==> config.mk <==
export PLATFORM = sky130hd
export DESIGN_NAME = cbs_queue
export DESIGN_NICKNAME = d
export VERILOG_FILES = /design/src/hdl/cbs_pkg.sv /design/src/hdl/cbs_queue.sv
export SDC_FILE = /design/constraint.sdc
export NUM_CORES = 1
export LEC_CHECK = 0
export ABC_AREA = 1
export BUFFER_PORTS_ARGS = -buffer_cell sky130_fd_sc_hd__buf_2
export CAP_MARGIN = 20
export CORE_UTILIZATION = 55
export DETAILED_ROUTE_END_ITERATION = 12
export PLACE_DENSITY = 0.82
export SYNTH_ARGS = -nofsm -noshare
export SYNTH_HDL_FRONTEND = slang
export SYNTH_SLANG_ARGS = --single-unit
==> constraint.sdc <==
create_clock -name clk -period 6.8 [get_ports clk]
set_input_delay 0.34 -clock clk [delete_from_list [all_inputs] [get_ports clk]]
set_output_delay 0.34 -clock clk [all_outputs]
set_load 0.01 [all_outputs]
==> src/hdl/cbs_pkg.sv <==
// ----------------------------------------------------------------------------
// cbs_pkg
// Shared types, constants and helpers of the 3x3 border-aware image filter.
// ----------------------------------------------------------------------------
package cbs_pkg;

  // Largest supported row length (line store depth)
  localparam int CBS_MAX_WIDTH = 1024;
  // Width of the size registers
  localparam int CBS_CFG_W     = 11;
  // Row counters reach height + 1 during the drain
  localparam int CBS_ROW_W     = 12;
  // Entries in the front/back queue
  localparam int CBS_QUEUE_DEPTH = 2;

  // Register indexes
  localparam logic [1:0] CBS_REG_WIDTH  = 2'd0;
  localparam logic [1:0] CBS_REG_HEIGHT = 2'd1;
  localparam logic [1:0] CBS_REG_KERNEL = 2'd2;
  localparam logic [1:0] CBS_REG_BORDER = 2'd3;

  // Kernel codes
  localparam logic [2:0] CBS_K_BOX      = 3'd0;
  localparam logic [2:0] CBS_K_HIGHPASS = 3'd1;
  localparam logic [2:0] CBS_K_SHARPEN  = 3'd2;
  localparam logic [2:0] CBS_K_EMBOSS   = 3'd3;
  localparam logic [2:0] CBS_K_SOBEL_X  = 3'd4;
  localparam logic [2:0] CBS_K_SOBEL_Y  = 3'd5;
  localparam logic [2:0] CBS_K_SOBEL_M  = 3'd6;

  // Border codes
  localparam logic [1:0] CBS_B_BLANK     = 2'd0;
  localparam logic [1:0] CBS_B_ZERO      = 2'd1;
  localparam logic [1:0] CBS_B_REPLICATE = 2'd2;

  // Box rounding and divide by 9 as multiply by ceil(2^19 / 9)
  localparam logic [11:0] CBS_BOX_ROUND = 12'd4;
  localparam logic [15:0] CBS_BOX_RECIP = 16'd58255;
  localparam int          CBS_BOX_SHIFT = 19;

  // One neighborhood request handed from front to back
  typedef struct packed {
    logic [8:0][7:0] nb;   // row-major 3x3, index r*3+c
    logic            rv0;  // row above inside frame
    logic            rv2;  // row below inside frame
    logic            cv0;  // column left inside frame
    logic            cv2;  // column right inside frame
    logic            eor;
    logic            eof;
  } cbs_entry_t;

  // Saturate a signed sum to 0..255
  function automatic logic [7:0] cbs_clamp(input logic signed [12:0] v);
    logic [7:0] r;
    if (v < 0)            r = 8'd0;
    else if (v > 13'sd255) r = 8'd255;
    else                  r = v[7:0];
    return r;
  endfunction

endpackage

==> src/hdl/cbs_queue.sv <==
// ----------------------------------------------------------------------------
// cbs_queue
// Small FIFO of neighborhood requests between the front and back parts.
// ----------------------------------------------------------------------------
module cbs_queue
  import cbs_pkg::*;
#(
  parameter int DEPTH = CBS_QUEUE_DEPTH
) (
  input  logic       clk,
  input  logic       rst_n,
  input  logic       push,
  input  cbs_entry_t push_data,
  input  logic       pop,
  output cbs_entry_t head,
  output logic       not_empty,
  output logic       full
);

  localparam int PW = (DEPTH > 1) ? $clog2(DEPTH) : 1;
  localparam int CNW = $clog2(DEPTH + 1);

  cbs_entry_t      slot_r [DEPTH];
  logic [PW-1:0]   wp_r, rp_r;
  logic [CNW-1:0]  cnt_r;

  assign head      = slot_r[rp_r];
  assign not_empty = (cnt_r != '0);
  assign full      = (cnt_r == CNW'(DEPTH));

  // storage
  always_ff @(posedge clk) begin
    if (push) slot_r[wp_r] <= push_data;
  end

  // pointers and fill level
  always_ff @(posedge clk) begin
    if (!rst_n) begin
      wp_r  <= '0;
      rp_r  <= '0;
      cnt_r <= '0;
    end else begin
      if (push) wp_r <= (wp_r == PW'(DEPTH - 1)) ? '0 : wp_r + PW'(1);
      if (pop)  rp_r <= (rp_r == PW'(DEPTH - 1)) ? '0 : rp_r + PW'(1);
      if (push && !pop)      cnt_r <= cnt_r + CNW'(1);
      else if (pop && !push) cnt_r <= cnt_r - CNW'(1);
    end
  end

endmodule

# Word-level counts from Yosys, hierarchy flattened

Memory sizes are Yosys's and may differ from the RTL's. A register that Yosys moved wholly into a read port is not among the register bits.
Index checks and enable logic that the tools add are counted.

Add/sub/neg operators: 4
Equal/unequal tests: 1
Mux-type cells: 8
Reductions and logical operators: 6

Operators by type and width:

| operator                                         | count |
|---|---|
| two-way mux 1 bit                                | 6 |
| two-way mux 2 bit                                | 2 |
| nonzero test 2 bit                               | 2 |
| adder 1 bit, second input constant               | 2 |
| adder 2 x 1 -> 2 bit, second input constant      | 1 |
| equality test 2 bit, second input constant       | 1 |
| logical AND 1 bit                                | 2 |
| logical NOT 1 bit                                | 2 |
| subtractor 2 x 1 -> 2 bit, second input constant | 1 |

Bits in registers: 4
RAM bits: 156
Input port bits: 82
Output and inout port bits: 80
Logic and storage cells: 23
Memories: 1

Memory list:

| name   | words | bits a word | read ports | clocked after memory_dff | wr ports | RTL line        | RTL |
|---|---|---|---|---|---|---|---|
| slot_r | 2     | 78          | 1          | 1                        | 1        | cbs_queue.sv:23 | `cbs_entry_t slot_r [DEPTH];` |

# Logic depth before layout (Yosys ltp)

Gate-level depths: netlist (run 1).

Depth after elaboration: 4
Gate-level depth with buffers: 8
Gate-level depth less buffers: 8

# Worst setup path before layout (run 1)

OpenSTA, ideal clock, no wires.

Path type: input-to-reg
Start point: in push
End point: mem slot_r[0][0] in the netlist's numbering, enable pin
Library setup time: 0.517 ns
Data arrival time: 3.648 ns
Required time: 6.283 ns
Setup slack: 2.635 ns
Cell stages on the path: 2
Buffers on the path: 0
Path through: inv_1 > nor2_1

Longest elaborated chain between the ends: 2

RTL lines:

| element                                 | RTL line        | RTL |
|---|---|---|
| from (decl)                             | cbs_queue.sv:12 | `input logic push,` |
| two-way mux 1 bit                       | cbs_queue.sv:33 | `if (push) slot_r[wp_r] <= push_data;` |
| two-way mux 1 bit (not written as such) | cbs_queue.sv:33 |  |
| to (decl)                               | cbs_queue.sv:23 |  |

No other way between the ends.

==> results.yml, run 1 <==
status:
  status: "complete, no violations"
sta:
  drv_slew: 0
  final.setup.tns_ps: 0
  fin_skew_ps: 7.79
  hold_viol_final: 0
  period_minus_slack_ps: 2410
  setup_viol: 0
  worstMarginPinSlew_ps: 1060
  rsz0062_at_grt: "no"
  period_share: 0.355
  layout_setup_ws_ps: 4390
  slew_headroom: 0.293
  fmax_mhz: 414
drt:
  post_drt_via_cell_ratio: 5.02
  vias: 3383
  wl_per_cell_um: 17.2
  drc: 0
  drt_iter0_markers: 183
  first_pass_iters: 4
  ant_nets: 0
  wl_um: 11600
global_route:
  grt_pass1_vias: 3517
  globalRoute.totalOverflow: 0
  grt_pass1_wl_um: 17500
  track_usage: 0.215
  grt_max_degree: 79
  antenna_found_initial: 0
worst_setup_path:
  cp_slowest_cell: "dfxtp_4"
  crit_type: "reg -> out"
  startpoint_type: "flip-flop"
  worst_ep_arrival_time_ps: 2070
  path_cells: "buf_16, mux2_2, buf_2"
  crit_path_end_kind: "output port"
  worstPathRequired_ps: 6460
  critPathMaxStageDelay_ps: 650
  crit_path_max_fanout: 49
yosys:
  yosysTopAreaCell: "edfxtp_1"
  syn_area_um2: 5940
  ys_seq_elements: 161
  yosysMostFrequentCell: "edfxtp_1"
  synthTopCellsByCount: "edfxtp_1 (156), mux2_2 (58), mux2_4 (20)"
  postSynthAreaPerCell_um2: 21.4
  synth_fp_nets: 361
  ys.flop_type: "edfxtp_1"
  synthArstFlopShare: 0
  synth_warnings: 0
  synth_top_area_frac: 0.789
  synth_edf_count: 156
  synth_cell_types: 14
  ys_seq_area_frac: 0.806
  synth_area_leaders: "edfxtp_1 (79%), mux2_2 (11%), mux2_4 (5.1%)"
  syn_inst: 278
layout:
  fillers: 579
  nNetsFinal: 608
  regArea_um2: 4790
  antenna_cells: 0
  drive_above_1_share: 0.507
  area_growth_syn_to_layout_pct: 37.5
  multi_input_area_um2: 1060
die:
  core-area_um2: 10400
  num_io_pins: 162
  die_area_um2: 11200
  die_x_um: 106
  start_util: 0.570
  num_rows: 37
  fp.dieH_um: 106
clock_tree:
  clk_pin_slew_ps: 60
  numCtsBuffers: 17
  worstSkewPairLatency_ps: 520
  clock_sinks: 161
  cts_tree: "done"
  root_buffer: "clkbuf_8"
  cts_setup_buffers: 0
  htreeDepth: 4
  clock_path_buffers: 2
power:
  irDropWorstVdd_mv: 0.155
  leakagePower_nw: 3.18
  p_per_area_nw_per_um2: 276
place:
  place_congestion: 0.699
  io_buffers: 161
  dp_slack_ps: 4610
  hpwl_um: 6270
run:
  max_cap_violations: 0
worst_hold_path:
  hp-class: "in -> reg"
## report_power, final
part,total (W),switching (W),internal (W)
combinational,0.000236,0.000110,0.000125
sequential,0.00117,0.0000199,0.00115
clock,0.000849,0.000367,0.000482
total,0.00225,0.000497,0.00176
## cell type report
cell class,instances,area share
Inverter,8,0.00383
Sequential cell,161,0.587
Tap cell,136,0.0208
Clock buffer,18,0.0512
Timing Repair Buffer,237,0.193
Multi-Input combinational cell,100,0.130
Clock inverter,14,0.0143
## routing by layer
layer	GRT usage	vias up	part of all wire
li1	-	1576	-
met1	0.232	1656	0.38
met2	0.385	136	0.54
met3	0.0693	15	0.064
met4	0.0923	0	0.016
met5	0	-	0
## stage by stage
| stage | area, µm² | hold WS, ps | util | power [W] | std cells |
|---|---|---|---|---|---|
| floorplan | 5940 | 439 | - | 0.00130 | 278 |
| global placement | 6870 | 475 | 0.659 | 0.00138 | 568 |
| detailed placement | 6870 | 489 | 0.659 | 0.00139 | 568 |
| CTS | 8120 | 0.584 | 0.780 | 0.00226 | 672 |
| global route | 8160 | 1.60 | 0.784 | 0.00233 | 674 |
| finish | 8160 | 20.2 | 0.784 | 0.00225 | 674 |
## layout by cell type, fill, tap and decap left out, drive strengths merged
cell and instances:
dlygate4sd3 73, edfxtp 156, buf 164, dfxtp 5, clkbuf 18, mux2 78
nor2 8, bufinv 1, clkinvlp 4, inv 8, ha 1, nand2 9
a21oi 1, nand4 1, clkinv 9, o21ai 1, nand3 1
## worst max-delay path, delay by kind of cell (launching register included)
family | cells | cell delay, ps
flops | 1 | 650
mux | 1 | 400
buf+inv | 2 | 480
## path summary, 6_finish.rpt
check	from	endpoint	slack, ps	cells after the start
hold / removal	push_data[2]	slot_r[0][2]	20	1
hold reg to reg	rp_r	flip-flop	520	2
setup / recovery	flip-flop	head[24]	4390	3
setup reg to reg	wp_r	slot_r[0][41]	4810	2
## flip-flops by register name, indices dropped and copies added, names as in the netlist, named ones only
| signal | cells |
|---|---|
| slot_r | 156 |
| cnt_r | 2 |
| rp_r | 1 |
| wp_r | 1 |
## cells by family (layout without fill, tap and decap cells)
logic type	Yosys count	in the layout	share of synthesized area
fa+ha+maj	1	1	0.00211
simple gates	19	19	0.0126
mux	78	78	0.161
buf+inv	17	277	0.0169
flops	161	161	0.806
compound gates	2	2	0.00168
## repair_timing
item / 4_1_cts / 5_1_grt
hold buffers: 72 / 1
gates resized for setup: 0 / 0
hold endpoints to repair: 143 / 2
No activity file was read; power rests on OpenSTA's default activity.
==> inputs of run 2 (changes only) <==
- CORE_UTILIZATION: 55 -> 47
- PLACE_DENSITY: 0.82 -> 0.75
- clock period: 6.8 -> 2.2 ns (I/O delays scaled with it)
==> results.yml, run 2 (same netlist as run 1, synthesis figures left out) <==
worst_setup_path:
  crit_type: "reg -> out"
  crit_path_end_kind: "output port"
  worstPathRequired_ps: 2090
  crit_path_max_fanout: 32
  worst_ep_arrival_time_ps: 1850
  startpoint_type: "flip-flop"
global_route:
  globalRoute.totalOverflow: 0
  grt_pass1_vias: 3700
  antenna_found_initial: 0
  track_usage: 0.191
  grt_max_degree: 46
  grt_pass1_wl_um: 18100
power:
  pwr-share-seq: 0.484
  leakagePower_nw: 3.28
  fin_total_pwr_w: 0.00746
  p_sw_frac: 0.204
  p_int_w: 0.00594
  p_comb_frac: 0.101
  p_per_area_nw_per_um2: 887
  irDropWorstVdd_mv: 0.602
  clkPwrFrac: 0.415
  power.switching_w: 0.00152
die:
  die_x_um: 114
  num_io_pins: 162
  start_util: 0.488
  num_rows: 40
  core-area_um2: 12200
  die_area_um2: 13100
  fp.dieH_um: 114
clock_tree:
  cts_tree: "done"
  clock_path_buffers: 2
  clk_pin_slew_ps: 60
  cts_setup_buffers: 0
  clock_sinks: 161
  worstSkewPairLatency_ps: 420
  root_buffer: "clkbuf_16"
  htreeDepth: 4
  numCtsBuffers: 17
sta:
  period_minus_slack_ps: 1960
  worstMarginPinSlew_ps: 605
  fmax_mhz: 511
  slew_headroom: 0.596
  fin_skew_ps: 8.79
  setup_viol: 0
  rsz0062_at_grt: "no"
  hold_viol_final: 0
  period_share: 0.890
  final.setup.tns_ps: 0
  drv_slew: 0
run:
  max_cap_violations: 0
drt:
  drt_iter0_markers: 191
  post_drt_via_cell_ratio: 4.76
  drc: 0
  wl_per_cell_um: 16.4
  first_pass_iters: 4
  vias: 3411
  wl_um: 11800
  ant_nets: 0
layout:
  largest_reg_flops: 156
  area_growth_syn_to_layout_pct: 41.7
  multi_input_area_um2: 1060
  top_regs: "slot_r: 156 flops, cnt_r: 2 flops"
  top_register: "slot_r"
  nNetsFinal: 619
  regArea_um2: 4790
  fillers: 765
  final_common_cell: "buf_2"
  antenna_cells: 0
  final_cell_mix: "buf_2 (161), edfxtp_1 (156), dlygate4sd3_1 (81)"
  drive_above_1_share: 0.506
place:
  place_congestion: 0.732
  hpwl_um: 6710
  io_buffers: 161
worst_hold_path:
  hp-class: "in -> reg"
status:
  status: "complete, no violations"
[run 2: cell count changes in the layout (fill, tap and decap cells not counted), sizes merged]
cell	delta
buf	+3
bufinv	+3
clkbuf	+4
clkinv	-6
dlygate4sd3	+8
inv	-1
[run 2: layout make-up]
cell class	count	area share
Timing Repair Buffer	248	0.201
Multi-Input combinational cell	100	0.126
Clock buffer	22	0.0564
Inverter	8	0.00402
Sequential cell	161	0.569
Clock inverter	10	0.0187
Tap cell	168	0.0250
[run 2: worst paths after layout]
kind	start	end	slack [ps]	cells after the start
max	flip-flop	head[19]	240	3
min	push	cnt_r[0]	150	3
max reg2reg	wp_r	slot_r[1][50]	730	3
min reg2reg	rp_r	flip-flop	500	2
[run 2: what timing repair did]
action,CTS,global route
setup endpoints to repair,0,0
gates resized for setup,0,0
hold buffers,81,0
hold endpoints to repair,161,0
[run 2: through the flow]
stage	area (µm²)	setup WS [ps]	hold WS, ps	util	cells
global placement	6970	683	298	0.573	604
CTS	8410	206	100	0.691	717
floorplan	5950	229	209	-	278
detailed placement	6970	670	302	0.573	604
finish	8410	241	150	0.691	717
global route	8410	158	154	0.691	717
[run 2: power groups by stage]
stage | clock network (W) | registers [W] | logic [W]
2_1_floorplan | 0 | 0.00364 | 0.000375
3_3_place_gp | 0 | 0.00366 | 0.000622
3_5_place_dp | 0 | 0.00367 | 0.000637
4_1_cts | 0.00314 | 0.00361 | 0.000752
5_1_grt | 0.00326 | 0.00362 | 0.000813
6_report | 0.00310 | 0.00361 | 0.000754
[run 2: worst max-delay path, stage by stage (launching register included)]
cell	delay, ps
dfxtp_4	620
buf_12	260
mux2_2	370
buf_2	140
[run 2: routing by layer]
metal  share of wire  track usage  wire length (µm)  up-vias
met5               0            0                 0        -
met4           0.019       0.0935               223        0
met3           0.055       0.0556               647       19
met2            0.53        0.339              6230      115
met1            0.40        0.210              4690     1681
li1                -            -                 -     1596
