**src/hdl/cbs_pkg.sv**
```systemverilog
// ----------------------------------------------------------------------------
// cbs_pkg
// Shared types, constants and helpers of the 3x3 border-aware image filter.
// ----------------------------------------------------------------------------
package cbs_pkg;

  // Largest supported row length (line store depth)
  localparam int CBS_MAX_WIDTH = 1024;
  // Width of the size registers
  localparam int CBS_CFG_W     = 11;
  // Row counters reach height + 1 during the drain
  localparam int CBS_ROW_W     = 12;
  // Entries in the front/back queue
  localparam int CBS_QUEUE_DEPTH = 2;

  // Register indexes
  localparam logic [1:0] CBS_REG_WIDTH  = 2'd0;
  localparam logic [1:0] CBS_REG_HEIGHT = 2'd1;
  localparam logic [1:0] CBS_REG_KERNEL = 2'd2;
  localparam logic [1:0] CBS_REG_BORDER = 2'd3;

  // Kernel codes
  localparam logic [2:0] CBS_K_BOX      = 3'd0;
  localparam logic [2:0] CBS_K_HIGHPASS = 3'd1;
  localparam logic [2:0] CBS_K_SHARPEN  = 3'd2;
  localparam logic [2:0] CBS_K_EMBOSS   = 3'd3;
  localparam logic [2:0] CBS_K_SOBEL_X  = 3'd4;
  localparam logic [2:0] CBS_K_SOBEL_Y  = 3'd5;
  localparam logic [2:0] CBS_K_SOBEL_M  = 3'd6;

  // Border codes
  localparam logic [1:0] CBS_B_BLANK     = 2'd0;
  localparam logic [1:0] CBS_B_ZERO      = 2'd1;
  localparam logic [1:0] CBS_B_REPLICATE = 2'd2;

  // Box rounding and divide by 9 as multiply by ceil(2^19 / 9)
  localparam logic [11:0] CBS_BOX_ROUND = 12'd4;
  localparam logic [15:0] CBS_BOX_RECIP = 16'd58255;
  localparam int          CBS_BOX_SHIFT = 19;

  // One neighborhood request handed from front to back
  typedef struct packed {
    logic [8:0][7:0] nb;   // row-major 3x3, index r*3+c
    logic            rv0;  // row above inside frame
    logic            rv2;  // row below inside frame
    logic            cv0;  // column left inside frame
    logic            cv2;  // column right inside frame
    logic            eor;
    logic            eof;
  } cbs_entry_t;

  // Saturate a signed sum to 0..255
  function automatic logic [7:0] cbs_clamp(input logic signed [12:0] v);
    logic [7:0] r;
    if (v < 0)            r = 8'd0;
    else if (v > 13'sd255) r = 8'd255;
    else                  r = v[7:0];
    return r;
  endfunction

endpackage

```
**src/hdl/cbs_back.sv**
```systemverilog
// ----------------------------------------------------------------------------
// cbs_back
// Applies the border rule and the selected kernel to one queued
// neighborhood, with a bit-serial square root for the Sobel magnitude.
// ----------------------------------------------------------------------------
module cbs_back
  import cbs_pkg::*;
(
  input  logic       clk,
  input  logic       rst_n,
  input  logic [2:0] kernel_select,
  input  logic [1:0] border_mode,
  input  logic       q_not_empty,
  input  cbs_entry_t q_head,
  output logic       q_pop,
  output logic       out_valid,
  input  logic       out_ready,
  output logic [7:0] out_pixel_out,
  output logic       out_end_of_row,
  output logic       out_end_of_frame
);

  localparam logic [2:0] B_IDLE = 3'd0;
  localparam logic [2:0] B_SUM  = 3'd1;
  localparam logic [2:0] B_CALC = 3'd2;
  localparam logic [2:0] B_SQRT = 3'd3;
  localparam logic [2:0] B_EMIT = 3'd4;

  logic [2:0] st_r, st_nxt;
  logic       out_valid_r;
  logic [7:0] pix_r;
  logic       eor_r, eof_r;
  logic       heor_r, heof_r;

  logic [8:0][7:0]    fix_r;
  logic [8:0][7:0]    fix_c;
  logic               ok_r, ok_c;
  logic [11:0]        box_r;
  logic signed [12:0] conv_r;
  logic [7:0]         gx_r, gy_r;
  logic [7:0]         res_r;
  logic [17:0]        val_r;
  logic [11:0]        rem_r;
  logic [8:0]         root_r;
  logic [3:0]         step_r;

  logic               load_out;
  logic signed [12:0] p [9];
  logic signed [12:0] hp, sh, emb, sx, sy;
  logic [11:0]        box_c;
  logic [27:0]        box_prod;
  logic [16:0]        sq_c;
  logic [11:0]        trem, trial;
  logic [8:0]         root_nxt;

  assign out_valid        = out_valid_r;
  assign out_pixel_out    = pix_r;
  assign out_end_of_row   = eor_r;
  assign out_end_of_frame = eof_r;
  assign q_pop            = (st_r == B_IDLE) && q_not_empty;
  assign load_out         = (st_r == B_EMIT) && (!out_valid_r || out_ready);

  // border handling on the queue head
  always_comb begin
    logic rok, cok;
    int   sr, sc;
    for (int r = 0; r < 3; r++) begin
      for (int c = 0; c < 3; c++) begin
        rok = (r == 0) ? q_head.rv0 : ((r == 2) ? q_head.rv2 : 1'b1);
        cok = (c == 0) ? q_head.cv0 : ((c == 2) ? q_head.cv2 : 1'b1);
        sr  = rok ? r : 1;
        sc  = cok ? c : 1;
        case (border_mode)
          CBS_B_ZERO:      fix_c[r*3+c] = (rok && cok) ? q_head.nb[r*3+c] : 8'd0;
          CBS_B_REPLICATE: fix_c[r*3+c] = q_head.nb[sr*3+sc];
          default:         fix_c[r*3+c] = q_head.nb[r*3+c];
        endcase
      end
    end
    ok_c = (border_mode == CBS_B_ZERO) || (border_mode == CBS_B_REPLICATE) ||
           (q_head.rv0 && q_head.rv2 && q_head.cv0 && q_head.cv2);
  end

  // kernel sums
  always_comb begin
    for (int i = 0; i < 9; i++) p[i] = signed'({5'd0, fix_r[i]});
    hp  = (p[4] <<< 2) - p[1] - p[3] - p[5] - p[7];
    sh  = hp + p[4];
    emb = p[4] + p[5] + p[7] + (p[8] <<< 1) - (p[0] <<< 1) - p[1] - p[3];
    sx  = p[2] + p[8] + (p[5] <<< 1) - p[0] - p[6] - (p[3] <<< 1);
    sy  = p[6] + p[8] + (p[7] <<< 1) - p[0] - p[2] - (p[1] <<< 1);
    box_c = 12'(fix_r[0]) + 12'(fix_r[1]) + 12'(fix_r[2]) + 12'(fix_r[3]) +
            12'(fix_r[4]) + 12'(fix_r[5]) + 12'(fix_r[6]) + 12'(fix_r[7]) +
            12'(fix_r[8]);
  end

  // box divide and magnitude squares
  assign box_prod = 28'(box_r + CBS_BOX_ROUND) * 28'(CBS_BOX_RECIP);
  assign sq_c     = 17'(16'(gx_r) * 16'(gx_r)) + 17'(16'(gy_r) * 16'(gy_r));

  // one root bit per step
  assign trem  = {rem_r[9:0], val_r[17:16]};
  assign trial = {1'b0, root_r, 2'b01};
  assign root_nxt = (trem >= trial) ? {root_r[7:0], 1'b1} : {root_r[7:0], 1'b0};

  // sequencer
  always_comb begin
    st_nxt = st_r;
    case (st_r)
      B_IDLE: if (q_not_empty) st_nxt = B_SUM;
      B_SUM:  st_nxt = B_CALC;
      B_CALC: st_nxt = (ok_r && kernel_select == CBS_K_SOBEL_M) ? B_SQRT : B_EMIT;
      B_SQRT: if (step_r == 4'd8) st_nxt = B_EMIT;
      B_EMIT: if (load_out) st_nxt = B_IDLE;
      default: st_nxt = B_IDLE;
    endcase
  end

  always_ff @(posedge clk) begin
    if (!rst_n) begin
      st_r        <= B_IDLE;
      out_valid_r <= 1'b0;
    end else begin
      st_r <= st_nxt;
      if (load_out)       out_valid_r <= 1'b1;
      else if (out_ready) out_valid_r <= 1'b0;
    end
  end

  // datapath
  always_ff @(posedge clk) begin
    case (st_r)
      B_IDLE: begin
        if (q_not_empty) begin
          fix_r  <= fix_c;
          ok_r   <= ok_c;
          heor_r <= q_head.eor;
          heof_r <= q_head.eof;
        end
      end
      B_SUM: begin
        box_r <= box_c;
        gx_r  <= cbs_clamp(sx);
        gy_r  <= cbs_clamp(sy);
        case (kernel_select)
          CBS_K_HIGHPASS: conv_r <= hp;
          CBS_K_SHARPEN:  conv_r <= sh;
          CBS_K_EMBOSS:   conv_r <= emb;
          CBS_K_SOBEL_X:  conv_r <= sx;
          CBS_K_SOBEL_Y:  conv_r <= sy;
          default:        conv_r <= '0;
        endcase
      end
      B_CALC: begin
        val_r  <= {1'b0, sq_c};
        rem_r  <= '0;
        root_r <= '0;
        step_r <= '0;
        if (!ok_r) begin
          res_r <= 8'd0;
        end else begin
          case (kernel_select)
            CBS_K_BOX: res_r <= box_prod[CBS_BOX_SHIFT+7:CBS_BOX_SHIFT];
            CBS_K_HIGHPASS, CBS_K_SHARPEN, CBS_K_EMBOSS,
            CBS_K_SOBEL_X, CBS_K_SOBEL_Y: res_r <= cbs_clamp(conv_r);
            default: res_r <= 8'd0;
          endcase
        end
      end
      B_SQRT: begin
        rem_r  <= (trem >= trial) ? trem - trial : trem;
        root_r <= root_nxt;
        val_r  <= {val_r[15:0], 2'b00};
        step_r <= step_r + 4'd1;
        if (step_r == 4'd8) res_r <= root_nxt[8] ? 8'd255 : root_nxt[7:0];
      end
      default: ;
    endcase
    // output register: pixel and flags move together
    if (load_out) begin
      pix_r <= res_r;
      eor_r <= heor_r;
      eof_r <= heof_r;
    end
  end

endmodule

```
**config.mk**
```make
export PLATFORM = sky130hd
export DESIGN_NAME = cbs_back
export DESIGN_NICKNAME = d
export VERILOG_FILES = /design/src/hdl/cbs_pkg.sv /design/src/hdl/cbs_back.sv
export SDC_FILE = /design/constraint.sdc
export NUM_CORES = 1
export LEC_CHECK = 0
export BUFFER_PORTS_ARGS = -buffer_cell sky130_fd_sc_hd__buf_2
export CAP_MARGIN = 20
export CORE_ASPECT_RATIO = 1.1
export CORE_MARGIN = 2
export CORE_UTILIZATION = 29
export CTS_BUF_LIST = sky130_fd_sc_hd__clkbuf_2
export DETAILED_ROUTE_END_ITERATION = 10
export PLACE_DENSITY = 0.46
export REMOVE_ABC_BUFFERS = 1
export SLEW_MARGIN = 40
export SYNTH_ARGS = -nofsm -noshare
export SYNTH_HDL_FRONTEND = slang
export SYNTH_SLANG_ARGS = --single-unit
```
**constraint.sdc**
```tcl
create_clock -name clk -period 8.6 [get_ports clk]
set_input_delay 2.15 -clock clk [delete_from_list [all_inputs] [get_ports clk]]
set_output_delay 2.15 -clock clk [all_outputs]
set_load 0.1 [all_outputs]
```
# Yosys cells after proc, flatten, opt, wreduce, memory -nomap -nowiden
# Cells that the tools add are included.
# word_totals
out_inout_bits,12
input_bits,87
ff_bits,179
# classes
multipliers,5
n_reduce_logical,22
order_cmp,15
n_mux,67
n_eq_ne,16
add_sub_neg,41
# ops
op,count
$bmux 8 s4,8
$mux 8,31
$lt 32x6->1 const B,7
$pmux 8 s2,10
$pmux 13 s5,1
$add 3x32->32 const A,2
$add 32x2->32 const B,2
$add 12x8->12,4
$sub 11x9->12,4
$gt 13x9->1 const B,3
$lt 13x1->1 const B,3
$add 8x8->9,4
$pmux 18 s2,1
$sub 10x8->11,3
$add 32x2->32,1
$add 32x32->32,1
$add 4x32->32,1
$mul 8x8->16,2
$mul 13x16->27 const B,1
$sub 12x10->13,2
$sub 12x9->13,2
$sub 13x9->13,2
$add 9x8->10,2
$add 9x9->10,2
36 further kinds,67

# Longest topological paths before layout
# depth
depth_word,8
ltp_mapped,26
mapped_depth_nobuf,25

# Least setup slack after synthesis
# Ideal clock, no wire load.
# synth_timing
path_type,in2out
startpoint,input q_not_empty
endpoint,output q_pop
cell_stages,2
path_buffers,0
arrival_ps,6494
slack_ps,-44
path_cell_list,inv_1 > nor2_1
# synth_via
elab_chain_cells,1
# synth_rtl
item,line_no,source
from (decl),cbs_back.sv:13,"input logic q_not_empty,"
$logic_and 1x1->1,cbs_back.sv:60,assign q_pop = (st_r == B_IDLE) && q_not_empty;
to (decl),cbs_back.sv:15,"output logic q_pop,"
# No other way between the ends.

# Worst setup path in the final report
# layout_timing
startpoint,register box_r[2]
endpoint,register res_r[6] (data pin)
# layout_via
elab_chain_cells,5
# layout_rtl
item,line_no,source
from (decl),cbs_back.sv:38,logic [11:0] box_r;
from (signal assigned),cbs_back.sv:142,box_r <= box_c;
$add 12x3->13,cbs_back.sv:98,assign box_prod = 28'(box_r + CBS_BOX_ROUND) * 28'(CBS_BOX_RECIP);
$mul 13x16->27,cbs_back.sv:98,
$pmux 8 s2,cbs_back.sv:162,case (kernel_select)
$mux 8,cbs_back.sv:159,if (!ok_r) begin
$pmux 8 s2,cbs_back.sv:132,case (st_r)
to (signal assigned),cbs_back.sv:163,CBS_K_BOX: res_r <= box_prod[CBS_BOX_SHIFT+7:CBS_BOX_SHIFT];
to (signal assigned),cbs_back.sv:165,"CBS_K_SOBEL_X, CBS_K_SOBEL_Y: res_r <= cbs_clamp(conv_r);"
to (signal assigned),cbs_back.sv:175,if (step_r == 4'd8) res_r <= root_nxt[8] ? 8'd255 : root_nxt[7:0];
to (decl),cbs_back.sv:41,logic [7:0] res_r;
# No other way between the ends.
# A chain may end at the register's enable or synchronous reset.

==> run metrics <==
status=complete, no violations; clk_lat worst skew=1.02 ns; worst hold start=res_r[1]; CTS clk-pin slew, worst paths=0.33 ns; Seq/Total Area, Yosys=0.221; final period utilization=0.753; final slew viol count=0; total die area=85500 sq um; initial core utilization=0.293; final core utilization=0.317; Post-synth EDFFs=175; CP delay by family, top=adder cells; Cell Rows=110; DR vias/cell=4.84; vias in the first global route=18200; Synth cell types=79; Area growth syn-to-layout=8.08%; core area=82200 sq um; HPWL after DPL=58.7 mm; final RePlAce weighted congestion=0.902; Mapped Area=24100 sq um; origin of the critical flop-to-flop path=box_r[2]; footprint of the multi-input gates=17000 sq um; final-stage net count=3038; Critical-path top delay cell=edfxtp_1; WL final=68.0 mm; CP Launch Point=box_r[2]; final setup fails=0; DR pass1 iterations=7; Worst Path Max Fanout=10; initial antenna violation count=2; IO Port Bufs=98; final setup skew=0.0758 ns; Ports=99; RSZ-0062 raised after global routing=false; crit end category=flip-flop; maxcap violations=0; CP most frequent cell=fa_1; Synth Instances=2335; Synth async-reset ratio=0; Required @ worst endpoint=9.38 ns; Setup crit start kind=flip-flop; CP Data Arrival Time=7.25 ns; DRC viols=0; Final ANT Viol Nets=0; post-CTS resize count=0; ratio of cells with drive above 1 in the final layout=0.0965; hold_buf cts=0; CP Cell Sequence=nand2_1, nor2_1, nand3_1, xnor2_1, inv_1, ha_1, inv_1, xnor2_1, fa_1, fa_1, fa_1, fa_1, inv_1, ha_1, a2111oi_0, o211ai_1, nand4_1, a31oi_1, and4_1, a2111oi_2, xor2_1, o211ai_1; Worst Hold Class=reg -> reg; Worst Path Buf+Inv=3; Main synth FF type=edfxtp_1; largest net degree at the start of global routing=76; CTS Sinks=179; slowest cell delay on critical path=0.59 ns; Seq. cell area=5340 sq um; syn_area_per_cell=10.3 sq um; Crit Path Category=reg -> reg; total track usage=0.163; fillers=8461; register bit total from synthesis=179; Final Hold Viols=0; Max Root-Sink Buffers=2; Vias=16900; max frequency=154 MHz; # Post-CTS Setup Buffers=0; Syn. warnings=0; Slew @ Worst Pin=0.865 ns; H-tree depth=4; 1st-iter DRT viols=982; Die Ht=306 microns; Root Buffer=clkbuf_2; shortest period the worst path allows=6.48 ns; Max-slew headroom=0.423; GR Overflow Total=0; Routed WL per cell=19.5 microns; global-route wire length before repair=105 mm; Chip Width=279 microns; CTS tree=built; total CTS buffers=17
==> sequential cells by signal, indices dropped and copies added (netlist names), 9 cells and up <==
name	count
box_r	12
fix_r	72
val_r	18
rem_r	10
conv_r	13
root_r	9
==> placed cells by master, fill, tap and decap left out, types with 9 or more instances in the layout <==
cell,Yosys,final
nor2b_1,30,30
a21o_1,39,39
mux2i_1,37,37
a22oi_1,14,14
nand3_1,20,20
and3_1,17,17
clkbuf_2,0,18
a21oi_1,101,99
nand2_1,133,133
and2_1,47,47
inv_1,429,429
o21bai_1,12,12
xor2_1,47,47
o21ai_0,82,82
o21ai_1,9,9
edfxtp_1,175,175
nor3_1,33,33
fa_1,273,273
nor2_1,125,122
o21a_1,19,19
mux4_2,60,60
ha_1,275,271
nand2b_1,29,28
buf_2,4,98
a22o_1,58,58
xnor2_1,83,83
==> routing by layer <==
layer / wire (microns) / vias to the layer above / global-route usage
li1: - / 8090 / -
met1: 28600 / 8301 / 0.194
met2: 35000 / 348 / 0.296
met3: 1920 / 116 / 0.0200
met4: 2590 / 0 / 0.0650
met5: 0 / - / 0
==> worst paths after layout <==
kind | cells past startpoint | end | slack (ns)
min reg2reg | 0 | out_pixel_out[1] | 0.45
max | 22 | res_r[6] | 2.12
max reg2reg | 22 | res_r[6] | 2.12
min | 0 | out_pixel_out[1] | 0.45
==> through the flow <==
| step | std cells | area, sq um | TNS (ns) | setup slack (ns) | hold slack, ns |
|---|---|---|---|---|---|
| after floorplan | 2278 | 23900 | -0.0440 | -0.0440 | 0.400 |
| after global placement | 3448 | 25800 | 0 | 2.22 | 0.407 |
| after detailed placement | 3448 | 25800 | 0 | 2.06 | 0.406 |
| after CTS | 3479 | 26000 | 0 | 2.06 | 0.444 |
| after global routing | 3482 | 26100 | 0 | 1.59 | 0.468 |
| final | 3482 | 26100 | 0 | 2.12 | 0.446 |
==> cells by family (layout without fill, tap and decap cells) <==
kind of cell               count (synthesis)  after routing  synth area share
muxes                                     99             99            0.0723
DFF                                      179            179             0.221
other                                      0              3                 0
xor gates and xnor gates                 130            130            0.0472
adders and majority gates                548            548             0.369
AOI/OAI and AO/OA                        424            424             0.121
buffers and inverters                    486            566            0.0760
and+or+nand+nor                          469            469            0.0932
==> final cells by class <==
cell class | count | area share
diodes | 3 | 0.000288
clock buffers | 18 | 0.00346
clock inverters | 13 | 0.00581
inverters | 429 | 0.0618
multi-input cells | 1670 | 0.652
flip-flops and latches | 179 | 0.205
well taps | 1064 | 0.0511
repair buffers | 106 | 0.0213
==> synthesized netlist by cell type (all sizes together), types with 6 or more instances <==
cell type	number	share of area
a2111oi	9	0.0046
a211oi	8	0.0025
a21o	39	0.012
a21oi	104	0.022
a22o	58	0.021
a22oi	14	0.0044
a31oi	8	0.0021
and2	48	0.013
and3	18	0.0047
buf	16	0.0029
clkbuf	41	0.0064
edfxtp	175	0.22
fa	273	0.23
ha	275	0.14
inv	429	0.067
mux2i	37	0.015
mux4	60	0.056
nand2	133	0.021
nand2b	29	0.0075
nand3	20	0.0042
nor2	125	0.019
nor2b	30	0.0078
nor3	33	0.0068
o211ai	9	0.0030
o21a	19	0.0059
o21ai	91	0.019
o21bai	12	0.0037
o41ai	6	0.0030
or2	8	0.0021
xnor2	83	0.030
xor2	47	0.017
Power is left out: the tool's default activity adds up to more than one toggle a clock period on the data nets, which glitch-free logic cannot reach.
